**config.mk**
```make
export PLATFORM = sky130hd
export DESIGN_NAME = strict_utf8_validator
export DESIGN_NICKNAME = d
export VERILOG_FILES = /design/src/rtl/suv_pkg.sv /design/src/rtl/suv_decode.sv /design/src/rtl/strict_utf8_validator.sv
export SDC_FILE = /design/constraint.sdc
export NUM_CORES = 1
export LEC_CHECK = 0
export BUFFER_PORTS_ARGS = -buffer_cell sky130_fd_sc_hd__buf_2
export CORE_UTILIZATION = 61
export DETAILED_ROUTE_END_ITERATION = 10
export MAX_ROUTING_LAYER = met4
export PLACE_DENSITY = 0.8
export SETUP_SLACK_MARGIN = 0.3
export SLEW_MARGIN = 40
export SYNTH_ARGS = -nofsm -noshare
export SYNTH_HDL_FRONTEND = slang
export SYNTH_SLANG_ARGS = --single-unit
```
**constraint.sdc**
```tcl
create_clock -name clk_i -period 3.7 [get_ports clk_i]
set_clock_uncertainty 0.1 [all_clocks]
set_input_delay 0.37 -clock clk_i [delete_from_list [all_inputs] [get_ports clk_i]]
set_output_delay 0.37 -clock clk_i [all_outputs]
set_load 0.005 [all_outputs]
```
**src/rtl/suv_pkg.sv**
```systemverilog
// shared types and constants for the strict utf-8 validator
// no dependencies; used by suv_decode and strict_utf8_validator
package suv_pkg;

  localparam int unsigned CpBits  = 21;
  localparam int unsigned DueBits = 2;
  localparam int unsigned LenBits = 3;

  localparam logic [CpBits-1:0] CpMin2     = 21'h00080;
  localparam logic [CpBits-1:0] CpMin3     = 21'h00800;
  localparam logic [CpBits-1:0] CpMin4     = 21'h10000;
  localparam logic [CpBits-1:0] CpSurroLo  = 21'h0D800;
  localparam logic [CpBits-1:0] CpSurroHi  = 21'h0DFFF;
  localparam logic [CpBits-1:0] CpMax      = 21'h10FFFF;

  localparam logic [LenBits-1:0] SeqLen2 = 3'd2;
  localparam logic [LenBits-1:0] SeqLen3 = 3'd3;
  localparam logic [LenBits-1:0] SeqLen4 = 3'd4;

  // byte classes seen when no sequence is open
  typedef enum logic [2:0] {
    LeadAscii,
    LeadTwo,
    LeadThree,
    LeadFour,
    LeadBad
  } lead_e;

  // decoder state other than the offsets
  typedef struct packed {
    logic [DueBits-1:0] due;
    logic [LenBits-1:0] len;
    logic [CpBits-1:0]  acc;
    logic               err;
  } ctl_t;

  function automatic lead_e classify(input logic [7:0] b);
    lead_e k;
    if (b[7] == 1'b0) begin
      k = LeadAscii;
    end else if (b[7:5] == 3'b110) begin
      k = LeadTwo;
    end else if (b[7:4] == 4'b1110) begin
      k = LeadThree;
    end else if (b[7:3] == 5'b11110) begin
      k = LeadFour;
    end else begin
      k = LeadBad;
    end
    return k;
  endfunction

endpackage

```
**src/rtl/suv_decode.sv**
```systemverilog
// next-state and result logic for one byte of the utf-8 validator
// depends on suv_pkg (ctl_t, lead_e, code point limits)
module suv_decode #(
  parameter int unsigned OffsetBits = 32
) (
  input  logic [7:0]            byte_i,
  input  logic                  last_i,
  input  suv_pkg::ctl_t         ctl_i,
  input  logic [OffsetBits-1:0] pos_i,
  input  logic [OffsetBits-1:0] start_i,
  input  logic [OffsetBits-1:0] epos_i,
  output suv_pkg::ctl_t         ctl_o,
  output logic [OffsetBits-1:0] pos_o,
  output logic [OffsetBits-1:0] start_o,
  output logic [OffsetBits-1:0] epos_o,
  output logic                  malformed_o,
  output logic [31:0]           bad_offset_o
);

  suv_pkg::ctl_t                  c;
  logic [OffsetBits-1:0]          start;
  logic [OffsetBits-1:0]          epos;
  logic [suv_pkg::CpBits-1:0]     cp_min;
  logic [suv_pkg::CpBits-1:0]     acc_new;
  logic [OffsetBits+31:0]         epos_ext;

  assign acc_new = {ctl_i.acc[suv_pkg::CpBits-7:0], byte_i[5:0]};

  always_comb begin
    unique case (ctl_i.len)
      suv_pkg::SeqLen2: cp_min = suv_pkg::CpMin2;
      suv_pkg::SeqLen3: cp_min = suv_pkg::CpMin3;
      default:          cp_min = suv_pkg::CpMin4;
    endcase
  end

  always_comb begin
    c     = ctl_i;
    start = start_i;
    epos  = epos_i;
    if (!ctl_i.err) begin
      if (ctl_i.due == '0) begin
        unique case (suv_pkg::classify(byte_i))
          suv_pkg::LeadAscii: ;
          suv_pkg::LeadTwo: begin
            c.len = suv_pkg::SeqLen2;
            c.due = 2'd1;
            c.acc = {16'd0, byte_i[4:0]};
            start = pos_i;
          end
          suv_pkg::LeadThree: begin
            c.len = suv_pkg::SeqLen3;
            c.due = 2'd2;
            c.acc = {17'd0, byte_i[3:0]};
            start = pos_i;
          end
          suv_pkg::LeadFour: begin
            c.len = suv_pkg::SeqLen4;
            c.due = 2'd3;
            c.acc = {18'd0, byte_i[2:0]};
            start = pos_i;
          end
          default: begin
            c.err = 1'b1;
            epos  = pos_i;
            c.due = '0;
            c.len = '0;
            c.acc = '0;
          end
        endcase
      end else if (byte_i[7:6] != 2'b10) begin
        c.err = 1'b1;
        epos  = start_i;
        c.due = '0;
        c.len = '0;
        c.acc = '0;
      end else begin
        c.acc = acc_new;
        c.due = ctl_i.due - 2'd1;
        if (c.due == '0) begin
          // sequence complete: overlong, surrogate and range checks
          if (acc_new < cp_min
              || (acc_new >= suv_pkg::CpSurroLo && acc_new <= suv_pkg::CpSurroHi)
              || acc_new > suv_pkg::CpMax) begin
            c.err = 1'b1;
            epos  = start_i;
          end
          c.len = '0;
          c.acc = '0;
        end
      end
      // string ends inside an open sequence
      if (last_i && !c.err && c.due != '0) begin
        c.err = 1'b1;
        epos  = start;
        c.due = '0;
        c.len = '0;
        c.acc = '0;
      end
    end
  end

  assign epos_ext     = {32'd0, epos};
  assign malformed_o  = c.err;
  assign bad_offset_o = c.err ? epos_ext[31:0] : 32'd0;

  always_comb begin
    if (last_i) begin
      ctl_o   = '0;
      start_o = '0;
      epos_o  = '0;
      pos_o   = '0;
    end else begin
      ctl_o   = c;
      start_o = start;
      epos_o  = epos;
      pos_o   = (pos_i == {OffsetBits{1'b1}}) ? pos_i : pos_i + 1'b1;
    end
  end

endmodule

```
**src/rtl/strict_utf8_validator.sv**
```systemverilog
// top level of the strict utf-8 validator: input register, state, result register
// depends on suv_pkg and suv_decode
//
// channel   direction  tdata                        tuser          tlast
// s_axis    in         [7:0] data_byte              -              end_of_string
// m_axis    out        [31:0] bad_offset            [0] malformed  -
//
// one byte per cycle sustained while no final byte waits: a byte is held in
// the input register, is decoded against the stream state and, if it ends
// the string, leaves its result in the output register
// a byte without end_of_string never waits on m_axis; a final byte waits in
// the input register only while an earlier result is still held
// reset clears the stream state and both valid flags; after each final byte
// the state returns to its reset values for the next string
module strict_utf8_validator #(
  parameter int unsigned OFFSET_BITS = 32
) (
  input  logic        clk_i,
  input  logic        rst_ni,
  input  logic        s_axis_tvalid,
  output logic        s_axis_tready,
  input  logic [7:0]  s_axis_tdata,   // [7:0] data_byte
  input  logic        s_axis_tlast,   // end_of_string
  output logic        m_axis_tvalid,
  input  logic        m_axis_tready,
  output logic [31:0] m_axis_tdata,   // [31:0] bad_offset
  output logic [0:0]  m_axis_tuser    // [0] malformed
);

  // input register
  logic                   in_vld_q, in_vld_d;
  logic [7:0]             in_byte_q;
  logic                   in_last_q;

  // stream state
  suv_pkg::ctl_t          ctl_q, ctl_d;
  logic [OFFSET_BITS-1:0] pos_q, pos_d;
  logic [OFFSET_BITS-1:0] start_q, start_d;
  logic [OFFSET_BITS-1:0] epos_q, epos_d;

  // result register
  logic                   out_vld_q, out_vld_d;
  logic                   out_mal_q;
  logic [31:0]            out_off_q;
  logic                   res_mal;
  logic [31:0]            res_off;

  logic                   advance;
  logic                   take_in;

  // a held byte moves on unless it would produce a result with no room for it
  assign advance       = in_vld_q && (!in_last_q || !out_vld_q || m_axis_tready);
  assign s_axis_tready = !in_vld_q || advance;
  assign take_in       = s_axis_tvalid && s_axis_tready;
  assign in_vld_d      = s_axis_tready ? s_axis_tvalid : in_vld_q;

  suv_decode #(
    .OffsetBits(OFFSET_BITS)
  ) u_decode (
    .byte_i      (in_byte_q),
    .last_i      (in_last_q),
    .ctl_i       (ctl_q),
    .pos_i       (pos_q),
    .start_i     (start_q),
    .epos_i      (epos_q),
    .ctl_o       (ctl_d),
    .pos_o       (pos_d),
    .start_o     (start_d),
    .epos_o      (epos_d),
    .malformed_o (res_mal),
    .bad_offset_o(res_off)
  );

  always_comb begin
    if (advance && in_last_q) begin
      out_vld_d = 1'b1;
    end else if (m_axis_tready) begin
      out_vld_d = 1'b0;
    end else begin
      out_vld_d = out_vld_q;
    end
  end

  // control and stream state
  always_ff @(posedge clk_i or negedge rst_ni) begin
    if (!rst_ni) begin
      in_vld_q  <= 1'b0;
      out_vld_q <= 1'b0;
      ctl_q     <= '0;
      pos_q     <= '0;
      start_q   <= '0;
      epos_q    <= '0;
    end else begin
      in_vld_q  <= in_vld_d;
      out_vld_q <= out_vld_d;
      if (advance) begin
        ctl_q   <= ctl_d;
        pos_q   <= pos_d;
        start_q <= start_d;
        epos_q  <= epos_d;
      end
    end
  end

  // payload registers
  always_ff @(posedge clk_i) begin
    if (take_in) begin
      in_byte_q <= s_axis_tdata;
      in_last_q <= s_axis_tlast;
    end
    if (advance && in_last_q) begin
      out_mal_q <= res_mal;
      out_off_q <= res_off;
    end
  end

  assign m_axis_tvalid   = out_vld_q;
  assign m_axis_tdata    = out_off_q;
  assign m_axis_tuser[0] = out_mal_q;

endmodule

```
==> metrics.txt <==
# TYPE chip_impl_metric gauge
chip_impl_info{name="result_of_the_run",value="completed"} 1
chip_impl_info{name="critical_path.cell_chain",value="inv_1 > ha_2 > and3_1 > nand2_2 > nor2_2 > buf_4 > a22o_1"} 1
chip_impl_metric{name="share_of_synthesized_area_occupied_by_flip_flops_and_latches",unit=""} 0.514
chip_impl_metric{name="path_buf_inv",unit=""} 2
chip_impl_info{name="synth_area_leader_cell",value="sky130_fd_sc_hd__dfrtp_1"} 1
chip_impl_metric{name="dieWidth",unit="um"} 118
chip_impl_metric{name="htree_num_levels",unit=""} 4
chip_impl_info{name="crit_slowest_cell",value="sky130_fd_sc_hd__ha_2"} 1
chip_impl_metric{name="synthArstFlopShare",unit=""} 0.739
chip_impl_metric{name="synth_area",unit="sq um"} 8250
chip_impl_metric{name="antenna_found_initial",unit=""} 0
chip_impl_metric{name="cap_violations",unit=""} 0
chip_impl_metric{name="grt_pass1_wl",unit="um"} 35200
chip_impl_metric{name="io_pins",unit=""} 48
chip_impl_metric{name="synth.net_count",unit=""} 823
chip_impl_metric{name="finalCritPeriodShare",unit=""} 0.829
chip_impl_metric{name="ir_worst_vdd",unit="mV"} 0.420
chip_impl_metric{name="via_per_inst",unit=""} 7.12
chip_impl_metric{name="finalInstanceArea",unit="sq um"} 9260
chip_impl_metric{name="clockBufferDepth",unit=""} 2
chip_impl_metric{name="hold_viol",unit=""} 0
chip_impl_metric{name="total_power",unit="mW"} 4.77
chip_impl_info{name="worstSetupPathType",value="register to register"} 1
chip_impl_metric{name="synth_top_cell_area_share",unit=""} 0.361
chip_impl_metric{name="clk_latency",unit="ps"} 430
chip_impl_metric{name="max_fanout_on_critical_path",unit=""} 32
chip_impl_metric{name="core.rowCount",unit=""} 42
chip_impl_metric{name="yosys_register_bits",unit=""} 161
chip_impl_metric{name="holdPathStages",unit=""} 1
chip_impl_metric{name="post_drt_wl_per_cell",unit="um"} 21.2
chip_impl_metric{name="drt_iter0_drc",unit=""} 1048
chip_impl_metric{name="synth-edff-count",unit=""} 42
chip_impl_metric{name="postCtsSetupRepairBufs",unit=""} 0
chip_impl_info{name="layout.cells.most_common",value="sky130_fd_sc_hd__dfrtp_1"} 1
chip_impl_metric{name="postPlaceCellArea",unit="sq um"} 8570
chip_impl_info{name="yosys_most_used_dff",value="sky130_fd_sc_hd__dfrtp_1"} 1
chip_impl_metric{name="max_slew_vio_count",unit=""} 0
chip_impl_metric{name="layout.nets",unit=""} 842
chip_impl_info{name="critPathTopFamily",value="simple AND/OR/NAND/NOR gates"} 1
chip_impl_metric{name="synth.lib_cells_used.distinct",unit=""} 60
chip_impl_info{name="clk_root_buffer_cell",value="sky130_fd_sc_hd__clkbuf_16"} 1
chip_impl_metric{name="fmaxAchievable",unit="MHz"} 326
chip_impl_metric{name="timing.final.setup_violations",unit=""} 0
chip_impl_metric{name="insertedDiodeCount",unit=""} 0
chip_impl_info{name="setup.worst_path.start_class",value="register"} 1
chip_impl_metric{name="remaining_antenna_violation_count",unit=""} 0
chip_impl_metric{name="layout_min_cycle_time",unit="ps"} 3070
chip_impl_metric{name="grt_remaining_overflow",unit=""} 0
chip_impl_metric{name="synth_area_per_cell",unit="sq um"} 10.2
chip_impl_metric{name="ff2ff_path_depth",unit=""} 7
chip_impl_metric{name="via_count",unit=""} 7217
chip_impl_metric{name="detailedRoute.firstPassIterationCount",unit=""} 6
chip_impl_metric{name="remaining_drc_errors",unit=""} 0
chip_impl_metric{name="fin_tns_setup",unit="ps"} 0
chip_impl_metric{name="cp_data_arrival_time",unit="ps"} 3330
chip_impl_metric{name="finalWirelength",unit="um"} 21500
chip_impl_metric{name="cellLeakagePower",unit="nW"} 3.89
chip_impl_metric{name="max_slew_margin",unit=""} 0.515
chip_impl_metric{name="worst_pin_slew",unit="ps"} 728
chip_impl_metric{name="initial_core_util",unit=""} 0.623
chip_impl_info{name="timing.hold.worst.class",value="input port to register"} 1
chip_impl_info{name="cts_tree",value="done"} 1
chip_impl_metric{name="place_hpwl",unit="um"} 12800
chip_impl_metric{name="yosys_warnings",unit=""} 0
chip_impl_metric{name="clock_sink_count",unit=""} 161
chip_impl_metric{name="numCtsBuffers",unit=""} 17
chip_impl_metric{name="fp.coreArea",unit="sq um"} 13200
chip_impl_info{name="endpoint_kind",value="register"} 1
chip_impl_metric{name="gr-usage-all-layers",unit=""} 0.328
chip_impl_metric{name="place_congestion",unit=""} 0.875
chip_impl_info{name="netlist_top_cells_area",value="sky130_fd_sc_hd__dfrtp_1 36%, sky130_fd_sc_hd__edfxtp_1 15%, sky130_fd_sc_hd__a22o_1 7.7%"} 1
chip_impl_metric{name="final_layout_size_suffix_gt1_frac",unit=""} 0.143
chip_impl_metric{name="clkSlewWorstSetupHoldPaths",unit="ps"} 60
chip_impl_metric{name="numPortBuffers",unit=""} 47
chip_impl_metric{name="critical_path.max_stage_delay",unit="ps"} 540
chip_impl_metric{name="finalHoldWorstSlack",unit="ps"} 15.7
chip_impl_info{name="highest_count_cells_in_the_layout_ignoring_fill_and_taps",value="119 x sky130_fd_sc_hd__dfrtp_1, 73 x sky130_fd_sc_hd__a22o_1, 63 x sky130_fd_sc_hd__o21ai_0, 46 x sky130_fd_sc_hd__buf_2, 45 x sky130_fd_sc_hd__nand3_1"} 1
chip_impl_metric{name="cp_data_required_time",unit="ps"} 3970
chip_impl_metric{name="worst-path-stages",unit=""} 7
chip_impl_metric{name="first_global_vias",unit=""} 6903
chip_impl_metric{name="die-height",unit="um"} 118
chip_impl_metric{name="synthToLayoutAreaGrowth",unit="%"} 12.2
chip_impl_info{name="grt_setup_unrepaired",value="false"} 1
chip_impl_metric{name="post_synth_inst_count",unit=""} 805
chip_impl_metric{name="power_per_cell_area",unit="nW/um^2"} 515
chip_impl_metric{name="dieArea",unit="sq um"} 14000
chip_impl_metric{name="grt_max_degree",unit=""} 76
[Yosys cell counts (8+ instances only)]
| cell | number |
|---|---|
| sky130_fd_sc_hd__nand2_1 | 43 |
| sky130_fd_sc_hd__clkbuf_1 | 48 |
| sky130_fd_sc_hd__a21oi_1 | 28 |
| sky130_fd_sc_hd__nand4_1 | 13 |
| sky130_fd_sc_hd__and3_1 | 9 |
| sky130_fd_sc_hd__buf_2 | 13 |
| sky130_fd_sc_hd__inv_1 | 8 |
| sky130_fd_sc_hd__nand3_1 | 45 |
| sky130_fd_sc_hd__or3_1 | 22 |
| sky130_fd_sc_hd__o21ai_0 | 63 |
| sky130_fd_sc_hd__a32oi_1 | 31 |
| sky130_fd_sc_hd__nor2_1 | 47 |
| sky130_fd_sc_hd__a22o_1 | 73 |
| sky130_fd_sc_hd__dfrtp_1 | 119 |
| sky130_fd_sc_hd__edfxtp_1 | 42 |
| sky130_fd_sc_hd__o21ai_1 | 32 |
| sky130_fd_sc_hd__a31oi_1 | 35 |
| sky130_fd_sc_hd__mux2i_1 | 30 |
| sky130_fd_sc_hd__o211ai_1 | 10 |
[worst reg2reg max path: cells and delay by family, from the launching register on]
kind / cells / cell delay (ps)
AND/OR/NAND/NOR: 3 / 1260
buffers and inverters: 2 / 480
AO/OA/AOI/OAI: 1 / 210
flip-flops: 1 / 430
adder cells (fa/ha/maj): 1 / 540
[metal layers]
layer | wire length (um) | GRT usage | up-vias | part of all wire
met2 | 10200 | 0.486 | 442 | 0.48
met5 | 0 | - | - | 0
li1 | - | - | 3164 | -
met4 | 308 | 0.116 | 0 | 0.014
met1 | 8800 | 0.441 | 3574 | 0.41
met3 | 2130 | 0.0811 | 37 | 0.099
[power by group]
group          internal (mW)  switching [mW]
Clock                   1.05           0.722
Sequential              1.98           0.107
Combinational          0.321           0.581
Total                   3.36            1.41
[state kept, by name, summed over array words and instances (netlist names)]
name	flops
in_byte_q	8
start_q	32
m_axis_tuser	1
m_axis_tvalid	1
epos_q	32
m_axis_tdata	32
ctl_q	21
pos_q	32
in_vld_q	1
in_last_q	1
[cells by family (layout without fill, tap and decap cells)]
group / count (synthesis) / after routing / share of synthesized area
compound gates: 295 / 295 / 0.248
flops: 161 / 161 / 0.514
buf+inv: 81 / 113 / 0.0423
xor+xnor: 1 / 1 / 0.00106
fa+ha+maj: 5 / 5 / 0.00758
mux: 33 / 33 / 0.0405
simple gates: 229 / 229 / 0.147
[worst paths after layout]
kind	startpoint	endpoint	slack (ps)
worst max register to register	ctl_q[25]	start_q[15]	630
max in group asynchronous	rst_ni	epos_q[27]	2350
worst min-delay path	s_axis_tdata[5]	in_byte_q[5]	20
worst min register to register	ctl_q[1]	ctl_q[7]	390
worst max-delay path	ctl_q[25]	start_q[15]	630
min in group asynchronous	rst_ni	pos_q[23]	430
[final cells by class]
cell class,count,area [sq um]
clock buffer,17,425
clock inverter,15,165
fill,976,3990
inverter,8,30.0
multi-input combinational,563,3690
sequential,161,4240
tap,176,220
timing repair buffer,73,487
[repair_timing]
item / in CTS / in global routing
hold endpoints to repair: 79 / 1
resized for setup: 0 / 0
hold buffers: 6 / 1
[stage by stage]
stage / cells / util / setup WS [ps]
2_1_floorplan: 805 / - / 931
3_3_place_gp: 973 / 0.647 / 751
3_5_place_dp: 973 / 0.647 / 636
4_1_cts: 1011 / 0.696 / 610
5_1_grt: 1013 / 0.699 / 423
6_report: 1013 / 0.699 / 634
Note: power is estimated with default switching activity, not from simulation.
